`src/rtl/pairwise_gravity_impulse_top_assert.svh`:
```
// Assertion macros shared by the pairwise gravity impulse RTL.
`ifndef PAIRWISE_GRAVITY_IMPULSE_TOP_ASSERT_SVH
`define PAIRWISE_GRAVITY_IMPULSE_TOP_ASSERT_SVH

// Same-cycle implication on clock, off while reset is high.
`define PGI_ASSERT_NOW(lbl, ante, cons, msg) \
   lbl: assert property (@(posedge clock) disable iff (reset) (ante) |-> (cons)) \
      else $error(msg);

// Next-cycle implication on clock, off while reset is high.
`define PGI_ASSERT_NEXT(lbl, ante, cons, msg) \
   lbl: assert property (@(posedge clock) disable iff (reset) (ante) |=> (cons)) \
      else $error(msg);

`endif

```
`src/rtl/pgi_pkg.sv`:
```
// Types, constants and helpers for the pairwise gravity impulse block.
package pgi_pkg;

   localparam int FRAC_BITS_DEF = 16;
   localparam int Q_W           = 32;
   localparam int ROOT_W        = 33;
   localparam int FIFO_DEPTH    = 4;
   localparam int ADDR_W        = 4;

   localparam logic        ENABLE_RESET = 1'b0;
   localparam logic [31:0] GRAV_RESET   = 32'h0001_0000;
   localparam logic [31:0] LIMIT_RESET  = 32'hFFFF_FFFF;
   localparam logic [31:0] DT_RESET     = 32'h0001_0000;

   typedef enum logic [1:0] {
      REG_ENABLE = 2'd0,
      REG_GRAV   = 2'd1,
      REG_LIMIT  = 2'd2,
      REG_DT     = 2'd3
   } pgi_reg_type;

   typedef struct packed {
      logic signed [31:0] pos_a_x;
      logic signed [31:0] pos_a_y;
      logic signed [31:0] pos_b_x;
      logic signed [31:0] pos_b_y;
      logic [31:0]        mass_a;
      logic [31:0]        mass_b;
      logic               fixed_a;
      logic               fixed_b;
      logic               removed_a;
      logic               removed_b;
   } pgi_req_type;

   typedef struct packed {
      logic signed [31:0] nudge_a_x;
      logic signed [31:0] nudge_a_y;
      logic signed [31:0] nudge_b_x;
      logic signed [31:0] nudge_b_y;
      logic               apply_a;
      logic               apply_b;
      logic               singular;
   } pgi_rsp_type;

   typedef struct packed {
      logic        active;
      logic        singular;
      logic        fixed_a;
      logic        fixed_b;
      logic        neg_x;
      logic        neg_y;
      logic [31:0] mag_x;
      logic [31:0] mag_y;
      logic [31:0] mass_a;
      logic [31:0] mass_b;
   } pgi_work_type;

   typedef struct packed {
      logic full;
      logic empty;
   } pgi_fifo_stat_type;

   typedef struct packed {
      logic [31:0] grav_constant;
      logic [31:0] force_limit;
      logic [63:0] dt_sq;
   } pgi_cfg_type;

   function automatic logic [31:0] sat_nudge(input logic [31:0] q, input logic neg);
      logic [31:0] r;
      if (q == 32'd0) begin
         r = 32'd0;
      end else if (neg) begin
         r = (q > 32'h8000_0000) ? 32'h8000_0000 : (32'd0 - q);
      end else begin
         r = (q > 32'h7FFF_FFFF) ? 32'h7FFF_FFFF : q;
      end
      return r;
   endfunction

endpackage

```
`src/rtl/pgi_fifo.sv`:
```
// Short work queue between the front classifier and the back pipeline.
`include "pairwise_gravity_impulse_top_assert.svh"
module pgi_fifo
   import pgi_pkg::*;
(
   input  logic              clock,
   input  logic              reset,
   input  logic              push,
   input  pgi_work_type      push_data,
   input  logic              pop,
   output pgi_work_type      head,
   output pgi_fifo_stat_type stat
);

   localparam int PTR_W = $clog2(FIFO_DEPTH);
   localparam int CNT_W = $clog2(FIFO_DEPTH + 1);

   pgi_work_type     mem_ff [FIFO_DEPTH];
   logic [PTR_W-1:0] wr_ptr_ff, wr_ptr_in;
   logic [PTR_W-1:0] rd_ptr_ff, rd_ptr_in;
   logic [CNT_W-1:0] cnt_ff, cnt_in;

   always_comb begin
      wr_ptr_in = push ? wr_ptr_ff + PTR_W'(1) : wr_ptr_ff;
      rd_ptr_in = pop ? rd_ptr_ff + PTR_W'(1) : rd_ptr_ff;
      cnt_in    = cnt_ff;
      if (push && !pop) begin
         cnt_in = cnt_ff + CNT_W'(1);
      end else if (pop && !push) begin
         cnt_in = cnt_ff - CNT_W'(1);
      end
   end

   always_ff @(posedge clock) begin
      if (reset) begin
         wr_ptr_ff <= '0;
         rd_ptr_ff <= '0;
         cnt_ff    <= '0;
      end else begin
         wr_ptr_ff <= wr_ptr_in;
         rd_ptr_ff <= rd_ptr_in;
         cnt_ff    <= cnt_in;
      end
   end

   always_ff @(posedge clock) begin
      if (push) begin
         mem_ff[wr_ptr_ff] <= push_data;
      end
   end

   assign head       = mem_ff[rd_ptr_ff];
   assign stat.full  = (cnt_ff == CNT_W'(FIFO_DEPTH));
   assign stat.empty = (cnt_ff == '0);

   `PGI_ASSERT_NOW(a_fifo_no_overrun, push, cnt_ff != CNT_W'(FIFO_DEPTH), "push into full queue")
   `PGI_ASSERT_NOW(a_fifo_no_underrun, pop, cnt_ff != '0, "pop from empty queue")
   `PGI_ASSERT_NEXT(a_fifo_grows, push && !pop, !stat.empty, "queue empty after push")

endmodule

```
`config.mk`:
```
export PLATFORM = sky130hd
export DESIGN_NAME = pgi_fifo
export DESIGN_NICKNAME = d
export VERILOG_FILES = /design/src/rtl/pgi_pkg.sv /design/src/rtl/pgi_fifo.sv
export VERILOG_INCLUDE_DIRS = /design/src /design/src/rtl
export SDC_FILE = /design/constraint.sdc
export NUM_CORES = 1
export LEC_CHECK = 0
export BUFFER_PORTS_ARGS = -buffer_cell sky130_fd_sc_hd__buf_2
export CAP_MARGIN = 20
export CORE_MARGIN = 4
export CORE_UTILIZATION = 40
export DETAILED_ROUTE_END_ITERATION = 7
export PLACE_DENSITY_LB_ADDON = 0.15
export SLEW_MARGIN = 20
export SYNTH_ARGS = -nofsm -noshare
export SYNTH_HDL_FRONTEND = slang
export SYNTH_SLANG_ARGS = --single-unit
```
`constraint.sdc`:
```
create_clock -name clock -period 12.9 [get_ports clock]
set_input_delay 2.58 -clock clock [delete_from_list [all_inputs] [get_ports clock]]
set_output_delay 2.58 -clock clock [all_outputs]
set_load 0.01 [all_outputs]
```
# Word level (Yosys, flattened, before mapping)
# Memories as Yosys holds them, arrays and structs flattened. A register that Yosys moved wholly into a read port is not among the register bits.
# Cells that the tools add are included.
# op_classes
n_addsub	4
n_eq_ne	1
n_mux	6
reduce_logical	6
# ops
operator	count
$mux W3	2
$add A2 B1 Y2 const B	2
$mux W2	2
$add A3 B1 Y3 const B	1
$eq A3 B3 Y1 const B	1
$logic_not A3 Y1	1
$sub A3 B1 Y3 const B	1
$logic_and A1 B1 Y1	2
$logic_not A1 Y1	2
$mux W1	2
$reduce_bool A2 Y1	1
# totals
ff_bits	7
ram_bits	536
out_inout_bits	136
elab_cells	21
mem_count	1
# memory_table
name	depth	width	rd	rd_ports_with_merged_regs	write_ports	line	source
mem_ff	4	134	1	1	1	pgi_fifo.sv:18	pgi_work_type mem_ff [FIFO_DEPTH];

# Logic depth before layout (Yosys ltp)
# depth
word_depth	4
ltp_mapped	7
mapped_depth_nobuf	7

# Worst setup path after synthesis
# No wires, ideal clock.
# synth_timing
kind	input to register
startpoint	in push
endpoint	mem mem_ff[0][0] (netlist name) (enable)
setup_ps	509
t_arrival_ps	5647
path_slack_ps	6745
path_stages	1
path_buffers	0
path_cell_list	and2_1
# synth_between
elab_chain_cells	2
# synth_lines
item	line	source
start: declaration	pgi_fifo.sv:8	input logic push,
$mux W1	pgi_fifo.sv:47	if (push) begin
$mux W1 (implied by the code)	pgi_fifo.sv:48	mem_ff[wr_ptr_ff] <= push_data;
end: declaration	pgi_fifo.sv:18	
# No other way between the ends.

==> flow_summary.ini <==
[run_status]
status = complete, no violations

[floorplanning]
floorplan.initialDensity_pct = 40.4
die_height_um = 230
die-width_um = 230
die_area_um2 = 53000
design.core.area_um2 = 48800
io_pins = 274
rows = 81

[grt]
number_of_antenna_violations_at_the_first_check_in_global_routing = 9
grt_pass1_wl_um = 59100
grt_usage_pct = 14.7
global_route.overflow_total = 0
grt_start_max_net_pins = 60
global_route.peak_usage_layer = met2
gr-usage-met2_pct = 22.9
use_met1_pct = 20.1
first_global_vias = 9417
grt.met3_usage_pct = 5.19

[sta]
worst-slew-pin-transition_ps = 980
maxSlewViolCount = 0
worst_slew_margin_rel_pct = 34.6
final-setup-viol-count = 0
period_minus_slack_ps = 6060
max_clock_freq_mhz = 165
final.setup_skew_ps = 17.9
final_critical_path_setup_slack_ps = 6840
rsz0062_at_grt = no
hold_ws_ps = 504
fin_setup_tns_ps = 0
post-route-period-util_pct = 47.0
finalHoldViolCount = 0

[drt]
detailroute.via_count = 8694
drt_pre_antenna_iters = 4
drt-vias-per-instance = 4.93
final_antenna_net_count = 0
drc_errors = 0
final_routed_wirelength_um = 39200
wl_per_cell_um = 22.2
drt_iter0_markers = 496

[clocking]
clock_path_buffers = 3
clkSlewWorstSetupHoldPaths_ps = 60
tritoncts = built
postCtsResizedCells = 0
tritoncts.num_buffers = 55
clkSinkCount = 545
clock_insertion_delay_worst_skew_ps = 590
cts-root-buf = sky130_fd_sc_hd__clkbuf_16
postCtsHoldBufs = 0
post_cts.repair.setup_buffers = 0
cts.htree.levels = 2

[place]
gp_routability_congestion = 0.698
dp_hpwl_um = 23200
place_ws_ps = 7290
place.port_buffers = 273

[critical_path]
worst-endpoint-arrival_ps = 3480
timing.critical_path.to_type = output port
required_ps = 10320
criticalPathCategory = reg2out
cp-start-kind = flip-flop
worst-path-max-fanout = 38

[job]
max_cap_viol_count = 0

[pwr]
power_leakage_nw = 7.83
vdd_ir_drop_max_mv = 0.108
p_total_mw = 3.91
power_density_nw_per_um2 = 166

[hold_path]
holdCritPathClass = reg2reg

[yosys]
synth_fp_nets = 888
syn-instance-count = 744
post_synth_instance_area_um2 = 19700
synth_seq_area_share_pct = 82.5
synth.lib_cells_used.distinct = 20
post_synth.cell_area_avg_um2 = 26.5
synthesis_stage_register_bit_count = 545
yosysWarnings = 0

[layout]
finish.net_count = 1200
layout-drive-gt1-share_pct = 45.3
layout-area-overhead-vs-synth_pct = 19.3
area by class of cell:
| type | instances | area (um2) |
|---|---|---|
| Antenna cell | 4 | 10.0 |
| Timing Repair Buffer | 286 | 1460 |
| Multi-Input combinational cell | 164 | 3260 |
| Fill cell | 4040 | 25300 |
| Tap cell | 664 | 831 |
| Sequential cell | 545 | 16300 |
| Clock inverter | 30 | 211 |
| Inverter | 4 | 15.0 |
| Clock buffer | 68 | 1470 |
critical path, cell delays in order (launching register included):
cell	delay (ps)
sky130_fd_sc_hd__dfxtp_4	700
sky130_fd_sc_hd__buf_4	610
sky130_fd_sc_hd__buf_4	720
sky130_fd_sc_hd__mux4_2	600
sky130_fd_sc_hd__buf_2	170
per-layer routing:
layer | part of all wire [%] | routed length, um
met5 | 0.17 | 66
met3 | 7.2 | 2810
met2 | 47 | 18500
met4 | 1.9 | 760
met1 | 44 | 17200
placed cells by master (no fill, tap or decap), drive strengths merged:
cell,count
inv,4
nand2,1
diode,4
clkbuf,68
nor2,7
nor3b,1
xnor2,2
mux2i,2
dfxtp,9
bufinv,3
buf,286
mux4,134
edfxtp,536
clkinvlp,1
ha,5
nor3,1
and2,4
xor2,3
fa,1
a21oi,1
clkinv,26
o21ai,1
or3,1
final timing paths:
path | from | endpoint | slack (ps) | cells past startpoint
setup / recovery | flip-flop | head[32] | 6840 | 4
hold reg to reg | cnt_ff[2]$_SDFFE_PP0P_ | cnt_ff[2]$_SDFFE_PP0P_ | 500 | 2
setup reg to reg | wr_ptr_ff[0]$_SDFFE_PP0P_ | mem_ff[0][62]$_DFFE_PP_ | 10470 | 4
hold / removal | cnt_ff[2]$_SDFFE_PP0P_ | cnt_ff[2]$_SDFFE_PP0P_ | 500 | 2
power by group:
group          internal (mW)  switching [mW]  total (mW)  leakage, nW
clock network          0.859           0.625        1.48        0.822
registers               2.04          0.0265        2.06         5.00
logic                  0.162           0.198       0.359         2.01
total                   3.06           0.849        3.91         7.83
synth_stat cells:
cell                       count  area share [%]
sky130_fd_sc_hd__a21oi_1       1           0.025
sky130_fd_sc_hd__and2_1        4            0.13
sky130_fd_sc_hd__buf_2        15            0.38
sky130_fd_sc_hd__buf_6         8            0.46
sky130_fd_sc_hd__clkbuf_1      8            0.15
sky130_fd_sc_hd__dfxtp_1       9            0.91
sky130_fd_sc_hd__edfxtp_1    536              82
sky130_fd_sc_hd__fa_1          1            0.10
sky130_fd_sc_hd__ha_1          5            0.32
sky130_fd_sc_hd__inv_1         4           0.076
sky130_fd_sc_hd__mux2i_1       2            0.10
sky130_fd_sc_hd__mux4_2      134              15
sky130_fd_sc_hd__nand2_1       1           0.019
sky130_fd_sc_hd__nor2_1        7            0.13
sky130_fd_sc_hd__nor3_1        1           0.025
sky130_fd_sc_hd__nor3b_1       1           0.038
sky130_fd_sc_hd__o21ai_0       1           0.025
sky130_fd_sc_hd__or3_1         1           0.032
sky130_fd_sc_hd__xnor2_1       2           0.089
sky130_fd_sc_hd__xor2_1        3            0.13
logic make-up after synthesis:
logic type      Yosys count  synth area share (%)
simple gates             15                 0.374
buf+inv                  35                  1.07
compound gates            2                0.0507
mux                     136                  15.4
flops                   545                  82.5
xor+xnor                  5                 0.222
fa+ha+maj                 6                 0.418
flip-flops by register name (all words and copies together), names as in the netlist, named ones only:
signal	cells
rd_ptr_ff	2
cnt_ff	3
wr_ptr_ff	2
mem_ff	536
stage by stage:
step                cells  area (um2)  util, %
floorplan             744       19700        -
finish               1765       23500     48.2
CTS                  1761       23500     48.2
detailed placement   1663       21900     44.7
global placement     1663       21900     44.7
global route         1763       23500     48.2
No activity file was read; power rests on OpenSTA's default activity.
