<file path="src/rtl/pairwise_gravity_impulse_top_assert.svh">
// Assertion macros shared by the pairwise gravity impulse RTL.
`ifndef PAIRWISE_GRAVITY_IMPULSE_TOP_ASSERT_SVH
`define PAIRWISE_GRAVITY_IMPULSE_TOP_ASSERT_SVH

// Same-cycle implication on clock, off while reset is high.
`define PGI_ASSERT_NOW(lbl, ante, cons, msg) \
   lbl: assert property (@(posedge clock) disable iff (reset) (ante) |-> (cons)) \
      else $error(msg);

// Next-cycle implication on clock, off while reset is high.
`define PGI_ASSERT_NEXT(lbl, ante, cons, msg) \
   lbl: assert property (@(posedge clock) disable iff (reset) (ante) |=> (cons)) \
      else $error(msg);

`endif

</file>
<file path="src/rtl/pgi_pkg.sv">
// Types, constants and helpers for the pairwise gravity impulse block.
package pgi_pkg;

   localparam int FRAC_BITS_DEF = 16;
   localparam int Q_W           = 32;
   localparam int ROOT_W        = 33;
   localparam int FIFO_DEPTH    = 4;
   localparam int ADDR_W        = 4;

   localparam logic        ENABLE_RESET = 1'b0;
   localparam logic [31:0] GRAV_RESET   = 32'h0001_0000;
   localparam logic [31:0] LIMIT_RESET  = 32'hFFFF_FFFF;
   localparam logic [31:0] DT_RESET     = 32'h0001_0000;

   typedef enum logic [1:0] {
      REG_ENABLE = 2'd0,
      REG_GRAV   = 2'd1,
      REG_LIMIT  = 2'd2,
      REG_DT     = 2'd3
   } pgi_reg_type;

   typedef struct packed {
      logic signed [31:0] pos_a_x;
      logic signed [31:0] pos_a_y;
      logic signed [31:0] pos_b_x;
      logic signed [31:0] pos_b_y;
      logic [31:0]        mass_a;
      logic [31:0]        mass_b;
      logic               fixed_a;
      logic               fixed_b;
      logic               removed_a;
      logic               removed_b;
   } pgi_req_type;

   typedef struct packed {
      logic signed [31:0] nudge_a_x;
      logic signed [31:0] nudge_a_y;
      logic signed [31:0] nudge_b_x;
      logic signed [31:0] nudge_b_y;
      logic               apply_a;
      logic               apply_b;
      logic               singular;
   } pgi_rsp_type;

   typedef struct packed {
      logic        active;
      logic        singular;
      logic        fixed_a;
      logic        fixed_b;
      logic        neg_x;
      logic        neg_y;
      logic [31:0] mag_x;
      logic [31:0] mag_y;
      logic [31:0] mass_a;
      logic [31:0] mass_b;
   } pgi_work_type;

   typedef struct packed {
      logic full;
      logic empty;
   } pgi_fifo_stat_type;

   typedef struct packed {
      logic [31:0] grav_constant;
      logic [31:0] force_limit;
      logic [63:0] dt_sq;
   } pgi_cfg_type;

   function automatic logic [31:0] sat_nudge(input logic [31:0] q, input logic neg);
      logic [31:0] r;
      if (q == 32'd0) begin
         r = 32'd0;
      end else if (neg) begin
         r = (q > 32'h8000_0000) ? 32'h8000_0000 : (32'd0 - q);
      end else begin
         r = (q > 32'h7FFF_FFFF) ? 32'h7FFF_FFFF : q;
      end
      return r;
   endfunction

endpackage

</file>
<file path="src/rtl/pgi_front.sv">
// Front stage: takes request beats, classifies the pair and queues the work.
module pgi_front
   import pgi_pkg::*;
(
   input  logic              clock,
   input  logic              reset,
   input  logic              req_valid,
   output logic              req_ready,
   input  pgi_req_type       req_data,
   input  logic              gravity_enable,
   input  pgi_fifo_stat_type fifo_stat,
   output logic              push,
   output pgi_work_type      push_data
);

   logic         hold_valid_ff, hold_valid_in;
   pgi_work_type hold_ff, hold_in;
   logic         accept;
   logic [32:0]  dx, dy;
   logic [32:0]  abs_x, abs_y;

   assign req_ready = !hold_valid_ff || !fifo_stat.full;
   assign accept    = req_valid && req_ready;
   assign push      = hold_valid_ff && !fifo_stat.full;
   assign push_data = hold_ff;

   always_comb begin
      dx    = {req_data.pos_b_x[31], req_data.pos_b_x} - {req_data.pos_a_x[31], req_data.pos_a_x};
      dy    = {req_data.pos_b_y[31], req_data.pos_b_y} - {req_data.pos_a_y[31], req_data.pos_a_y};
      abs_x = dx[32] ? (33'd0 - dx) : dx;
      abs_y = dy[32] ? (33'd0 - dy) : dy;

      hold_in.active   = gravity_enable && !req_data.removed_a && !req_data.removed_b
                         && !(req_data.fixed_a && req_data.fixed_b);
      hold_in.neg_x    = dx[32];
      hold_in.neg_y    = dy[32];
      hold_in.mag_x    = abs_x[31:0];
      hold_in.mag_y    = abs_y[31:0];
      hold_in.mass_a   = req_data.mass_a;
      hold_in.mass_b   = req_data.mass_b;
      hold_in.fixed_a  = req_data.fixed_a;
      hold_in.fixed_b  = req_data.fixed_b;
      hold_in.singular = hold_in.active
                         && ((abs_x == 33'd0 && abs_y == 33'd0)
                             || req_data.mass_a == 32'd0 || req_data.mass_b == 32'd0);

      hold_valid_in = accept || (hold_valid_ff && fifo_stat.full);
   end

   always_ff @(posedge clock) begin
      if (reset) begin
         hold_valid_ff <= 1'b0;
      end else begin
         hold_valid_ff <= hold_valid_in;
      end
   end

   always_ff @(posedge clock) begin
      if (accept) begin
         hold_ff <= hold_in;
      end
   end

endmodule

</file>
<file path="config.mk">
export PLATFORM = sky130hd
export DESIGN_NAME = pgi_front
export DESIGN_NICKNAME = d
export VERILOG_FILES = /design/src/rtl/pairwise_gravity_impulse_top_assert.svh /design/src/rtl/pgi_pkg.sv /design/src/rtl/pgi_front.sv
export SDC_FILE = /design/constraint.sdc
export NUM_CORES = 1
export LEC_CHECK = 0
export BUFFER_PORTS_ARGS = -buffer_cell sky130_fd_sc_hd__buf_2
export CAP_MARGIN = 20
export CORE_MARGIN = 3
export CORE_UTILIZATION = 40
export CTS_CLUSTER_SIZE = 28
export DETAILED_ROUTE_END_ITERATION = 6
export PLACE_DENSITY = 0.73
export SKIP_LAST_GASP = 1
export SYNTH_ARGS = -nofsm -noshare
export SYNTH_HDL_FRONTEND = slang
export SYNTH_SLANG_ARGS = --single-unit
</file>
<file path="constraint.sdc">
create_clock -name clock -period 7.3 [get_ports clock]
set_input_delay 1.46 -clock clock [delete_from_list [all_inputs] [get_ports clock]]
set_output_delay 1.46 -clock clock [all_outputs]
set_load 0.01 [all_outputs]
</file>
# Word level (Yosys, flattened, before mapping)
# Index checks and enable logic that the tools add are counted.
# classes
mux	2
addsub	4
reduce_logical	22
# op_table
op	count
$logic_not 33->1	2
$mux 33	2
$sub 1x33->33 const A	2
$sub 32x32->33	2
$logic_not 32->1	2
$logic_and 1x1->1	9
$logic_not 1->1	5
$logic_or 1x1->1	4
# word_totals
ff_bits	135
word_cells	39
output_inout_bits	136
input_bits	202

# Longest topological paths before layout
# Gate-level depths: netlist (run 1).
# depth
depth_word	8
ltp_mapped	16
mapped_depth_nobuf	15

# Worst setup path after synthesis (run 1)
# No wires, ideal clock.
# synth_path
kind	input to register
startpoint	input port req_data[68] (netlist bit)
endpoint	register hold_ff (netlist bit push_data[132]), data pin
t_arrival_ns	5.191
cell_stages	16
slack_ns	1.944
setup_time_ns	0.165
cell_sequence	inv_1 ha_1 fa_1 and2b_1 o211ai_2 a211oi_2 o21a_2 xor2_2 or4_4 or3_1 buf_6 o41ai_4 xnor2_1 nor4_1 nand4bb_1 o31ai_2
# synth_lines
element	line_no	text
from (decl)	pgi_front.sv:9	input pgi_req_type req_data,
to (signal assigned)	pgi_front.sv:60	hold_ff <= hold_in;
to (decl)	pgi_front.sv:17	pgi_work_type hold_ff, hold_in;

==> metrics.csv, run 1 <==
metric;value;unit
fin_nets;1793;
postSynthCellCount;1200;
fin_skew;13.5;ps
avgSynthCellArea;9.20;µm²
synth_commonest_cells;edfxtp_1, nor2_1, inv_1;
syn_to_final_growth;23.0;%
peakVddDrop;0.000153;V
finalWirelength;35100;µm
worstHoldPathCells;2;
placed_cell_area;13000;µm²
ys_warn_count;0;
synthMostInstantiatedCell;edfxtp_1;
synth_nets;1470;
dr.pass1.iters;5;
setup_tns;0;ps
crit_required;7550;ps
powerDensity;223;nW/µm²
cts_tree;built;
synth_seq_cells;135;
fmax;176;MHz
rsz0062_at_grt;false;
hold_viol_final;0;
endpoint_kind;flip-flop;
fp.dieW;172;µm
clockPowerShare;28.4;%
rr_worst_depth;3;
ys_types;105;
worst_pin_slew;1040;ps
cts_buffer_depth;2;
cts.repair.resized;0;
synthTopCellsByArea;edfxtp_1, ha_1, a21oi_1;
maxSlewViolCount;0;
gp_congestion;0.925;
drv_cap;0;
hp-start;hold_valid_ff;
final.min_clock_period;5690;ps
drc_errors;0;
synthDominantCellAreaShare;36.4;%
cts_setup_buffers;0;
vias_per_cell;5.65;
finalInstanceArea;13600;µm²
finalNonFillerCells;1879;
syn_area;11000;µm²
cts_hold_buf;0;
cts_buffers;17;
io_buffer_count;336;
grt-ovfl-total;0;
track_usage;22.6;%
arrival;5930;ps
drt_iter0_markers;721;
insertion_delay;420;ps
crit_type;in2reg;
ant_nets;0;
p_sw_share;36.6;%
antenna_found_initial;2;
switchingPower;0.00111;W
leakage;5.80;nW
die_area;29600;µm²
period_share;77.9;%
status;finished clean;
dp_cells;1845;
path_clk_slew;70;ps
start_util;40.9;%
cts.htree.levels;4;
ios;338;
hold_class;reg2reg;
grt_pass1_wl;52600;µm
yosysSeqAreaShare;36.6;%
ff2ff_setup_slack;4870;ps
hpwlAfterDp;29000;µm
core;27000;µm²
pwr-share-seq;34.5;%
cts.root.buffer_cell;clkbuf_16;
fp-row-count;60;
timing.rr.start;hold_valid_ff;
reg2reg_to;push_data[113];
cp-start-kind;primary input;
wl_per_cell;18.7;µm
post-route-util;50.3;%
drive_gt1_share;27.9;%
yosys.area.top_type;edfxtp_1;
vias;10600;
synthArstFlopShare;0;%
synth_flop_cell;edfxtp_1;
grt_max_degree;70;
p_comb_share;37.1;%
relSlewSlack;30.4;%
first_global_vias;9786;
setup_viol;0;
p_total;0.00302;W
cp_max_fo;8;
power.internal;0.00192;W
whs_endpoint;hold_valid_ff;
dieHeight;172;µm
clock_sinks;135;
synth_edf_count;134;
[power by group through the flow]
stage / Clock, W / Combinational, W / Sequential, W
floorplan: 0 / 0.000688 / 0.00111
global placement: 0 / 0.00110 / 0.00106
detailed placement: 0 / 0.00112 / 0.00106
CTS: 0.000873 / 0.00112 / 0.00104
global route: 0.000902 / 0.00124 / 0.00105
finish: 0.000858 / 0.00112 / 0.00104
[critical path, cell delays in order]
cell and delay (ps):
buf_2 100, ha_1 380, a21oi_1 280, o22ai_1 120, a311oi_1 870, a31oi_1 360, xnor2_1 460, o2111ai_1 320
nor4_1 550, a41oi_1 260, xor2_1 210, nor3_1 210, nand4bb_1 160, o31ai_2 190
[metal layers]
metal	vias to the layer above	GRT usage, %	routed length [µm]
met5	-	0	0
met4	0	7.43	986
met2	391	37.9	16500
met1	4969	30.1	15400
li1	5209	-	-
met3	44	3.32	2240
[cells by family (layout without fill, tap and decap cells)]
| logic type | after synthesis | in the layout | synth area share, % |
|---|---|---|---|
| muxes | 10 | 10 | 0.952 |
| adders and majority gates | 68 | 68 | 7.84 |
| DFF | 135 | 135 | 36.6 |
| xor gates and xnor gates | 87 | 87 | 6.97 |
| AOI/OAI and AO/OA | 368 | 368 | 23.2 |
| buffers and inverters | 133 | 469 | 5.13 |
| and+or+nand+nor | 399 | 399 | 19.3 |
| other | 0 | 2 | 0 |
[state kept, by name (all words and copies together) (netlist names)]
signal / cells
push_data: 134
hold_valid_ff: 1
[final cells by class]
type	count	area, µm²
Antenna cell	2	5.00
Clock buffer	17	425
Clock inverter	15	160
Fill cell	2575	13400
Inverter	95	359
Multi-Input combinational cell	932	6440
Sequential cell	135	4040
Tap cell	341	427
Timing Repair Buffer	342	1730
[worst max path at each step]
stage,cells past startpoint,start,endpoint,slack (ps)
after floorplan,16,req_data[68],push_data[132],1940
after global placement,16,req_data[68],push_data[132],1330
after detailed placement,16,req_data[68],push_data[132],1260
after CTS,16,req_data[68],push_data[132],1670
after global routing,16,req_data[68],push_data[132],1210
final,14,req_data[107],push_data[132],1610
[per-stage QoR]
stage          hold WS, ps  setup slack, ps
2_1_floorplan          470             1940
3_3_place_gp           484             1330
3_5_place_dp           505             1260
4_1_cts                523             1670
5_1_grt                549             1210
6_report               519             1610
[layout by cell type (no fill, tap or decap), types with 7 or more instances in the layout]
master     count
a211oi_1      17
a21boi_0       7
a21o_1        29
a21oi_1       91
a31oi_1       24
a41oi_1        9
and2_1        19
and3_1        12
and4_1        11
buf_2        336
clkbuf_16     17
edfxtp_1     134
ha_1          66
inv_1         94
nand2_1       82
nand2b_1      10
nand3_1       23
nand4_1       20
nand4b_1       8
nor2_1        96
nor3_1        28
nor4_1        30
o211ai_1       9
o21a_1        13
o21ai_0       61
o21ai_1       10
o32ai_1        7
or2_2          8
or3_1         12
xnor2_1       51
xor2_1        35
Note: power is estimated with default switching activity, not from simulation.
==> run 2: changes to the inputs <==
--- a/config.mk
+++ b/config.mk
@@ -5,13 +5,14 @@
 export SDC_FILE = /design/constraint.sdc
 export NUM_CORES = 1
 export LEC_CHECK = 0
+export ABC_AREA = 1
 export BUFFER_PORTS_ARGS = -buffer_cell sky130_fd_sc_hd__buf_2
 export CAP_MARGIN = 20
 export CORE_MARGIN = 3
 export CORE_UTILIZATION = 40
 export CTS_CLUSTER_SIZE = 28
 export DETAILED_ROUTE_END_ITERATION = 6
-export PLACE_DENSITY = 0.73
+export PLACE_DENSITY = 0.74
 export SKIP_LAST_GASP = 1
 export SYNTH_ARGS = -nofsm -noshare
 export SYNTH_HDL_FRONTEND = slang
==> constraint.sdc (replaced) <==
create_clock -name clock -period 4.96 [get_ports clock]
set_input_delay 0.992 -clock clock [delete_from_list [all_inputs] [get_ports clock]]
set_output_delay 0.992 -clock clock [all_outputs]
set_load 0.01 [all_outputs]
==> metrics.csv, run 2 <==
metric;value;unit
switchingPower;0.00167;W
first_global_vias;12600;
nFillCells;3147;
track_usage;22.5;%
ys_warn_count;0;
crit_required;5240;ps
vias_per_cell;4.88;
syn_area;12500;µm²
period_share;84.8;%
ios;338;
grt-ovfl-total;0;
drc_errors;0;
ys_types;36;
p_sw_share;37.6;%
power.internal;0.00278;W
cts_hold_buf;0;
grt_max_degree;68;
relSlewSlack;41.3;%
critPathSlowestCell;nand2_2;
cts.htree.levels;4;
start_util;40.8;%
cts_buffers;17;
leakage;8.49;nW
synth_commonest_cells;nand2_1, inv_1, nand3_1;
setup_viol;0;
synth_nets;2270;
setup_ws;755;ps
crit_type;in2reg;
antenna_cells;0;
setup_tns;0;ps
cts.repair.resized;0;
gp_congestion;0.905;
antenna_found_initial;0;
dr.pass1.iters;5;
synth_flop_cell;edfxtp_1;
synthArstFlopShare;0;%
globalRouteMet2Util;38.8;%
clockPowerShare;29.7;%
ant_nets;0;
use_met1;30.1;%
arrival;4480;ps
core;30700;µm²
busiest_layer;met2;
dp_cells;2724;
synthTopCellsByArea;edfxtp_1, nand2_1, inv_1;
synth_edf_count;134;
path_common_cell;nand2_1;
syn_to_final_growth;21.8;%
maxSlewViolCount;0;
synthDominantCellAreaShare;32.1;%
finalWirelength;38600;µm
avgSynthCellArea;6.27;µm²
pre_cts_ws;341;ps
drt_iter0_markers;922;
fin_nets;2617;
finalNonFillerCells;2756;
whs;545;ps
cp_max_fo;30;
final.min_clock_period;4200;ps
hpwlAfterDp;32900;µm
rr_worst_depth;2;
yosysSeqAreaShare;32.2;%
io_buffer_count;336;
cts_tree;built;
synthMostInstantiatedCell;nand2_1;
mostFrequentLayoutCell;nand2_1;
peakVddDrop;0.000171;V
postSynthCellCount;2000;
wl_per_cell;14.0;µm
worst_pin_slew;880;ps
yosys.area.top_type;edfxtp_1;
status;finished clean;
die_area;33500;µm²
clock_sinks;135;
worstHoldPathCells;2;
hold_class;reg2reg;
insertion_delay;420;ps
layout_common_cells;nand2_1, inv_1, buf_2;
powerDensity;292;nW/µm²
path_clk_slew;70;ps
rsz0062_at_grt;false;
fmax;238;MHz
p_comb_share;37.2;%
endpoint_kind;flip-flop;
hold_viol_final;0;
synth_seq_cells;135;
drive_gt1_share;18.4;%
use_met3;2.76;%
cts_buffer_depth;2;
dieHeight;183;µm
cp_slowest_stage_delay;420;ps
pwr-share-seq;33.2;%
p_total;0.00446;W
fp.dieW;183;µm
fp-row-count;64;
fin_skew;12.1;ps
cts_setup_buffers;0;
largest_reg_flops;134;
vias;13500;
cp-start-kind;primary input;
cts.root.buffer_cell;clkbuf_16;
grt_pass1_wl;60800;µm
drv_cap;0;
[run 2: cell count changes after synthesis, sizes merged, moves of 16 or more]
cell,delta
inv,+279
a21oi,-44
nor2,+97
nand2,+760
a211oi,-20
and2,-16
a21o,-27
clkbuf,-26
o21ai,-51
a31oi,-23
xnor2,-46
xor2,-25
nand3,+171
[run 2: metrics by stage]
| stage | utilization [%] | instance area (µm²) |
|---|---|---|
| after floorplan | - | 12600 |
| final | 49.7 | 15300 |
| after CTS | 49.7 | 15300 |
| after global placement | 47.7 | 14700 |
| after detailed placement | 47.7 | 14700 |
| after global routing | 49.7 | 15300 |
[run 2: logic make-up (layout without fill, tap and decap cells)]
kind of cell	Yosys count	after routing	synth area share, %
AO/OA/AOI/OAI	81	81	3.54
AND/OR/NAND/NOR	1315	1315	44.3
XOR/XNOR	16	16	1.12
buffers and inverters	385	745	12.0
flip-flops	135	135	32.2
adder cells (fa/ha/maj)	68	68	6.90
[run 2: metal layers]
metal	vias up	part of all wire, %
met2	402	48
met1	6046	45
met3	39	5.6
li1	6976	-
met4	0	1.6
met5	-	0
[run 2: worst paths after layout]
| path | slack [ps] | from | endpoint |
|---|---|---|---|
| min | 550 | hold_valid_ff | hold_valid_ff |
| max reg2reg | 3320 | hold_valid_ff | push_data[64] |
| min reg2reg | 550 | hold_valid_ff | hold_valid_ff |
| max | 760 | req_data[100] | push_data[132] |
[run 2: power groups by stage]
| stage | Sequential (W) | Combinational, W | Clock (W) |
|---|---|---|---|
| after floorplan | 0.00155 | 0.00108 | 0 |
| after global placement | 0.00150 | 0.00161 | 0 |
| after detailed placement | 0.00150 | 0.00165 | 0 |
| after CTS | 0.00148 | 0.00166 | 0.00134 |
| after global routing | 0.00149 | 0.00189 | 0.00140 |
| final | 0.00148 | 0.00166 | 0.00132 |
[run 2: critical path, delay by kind of cell]
kind	cells	cell delay [ps]
adder cells (fa/ha/maj)	2	610
AO/OA/AOI/OAI	1	110
buffers and inverters	5	620
AND/OR/NAND/NOR	20	2130
[run 2: final cells by class]
| cell class | instances | area [µm²] | area share, % |
|---|---|---|---|
| well taps | 396 | 495 | 3.24 |
| multi-input cells | 1480 | 7010 | 45.9 |
| clock buffers | 18 | 429 | 2.81 |
| clock inverters | 14 | 189 | 1.24 |
| repair buffers | 339 | 1700 | 11.2 |
| inverters | 374 | 1400 | 9.19 |
| flip-flops and latches | 135 | 4040 | 26.5 |
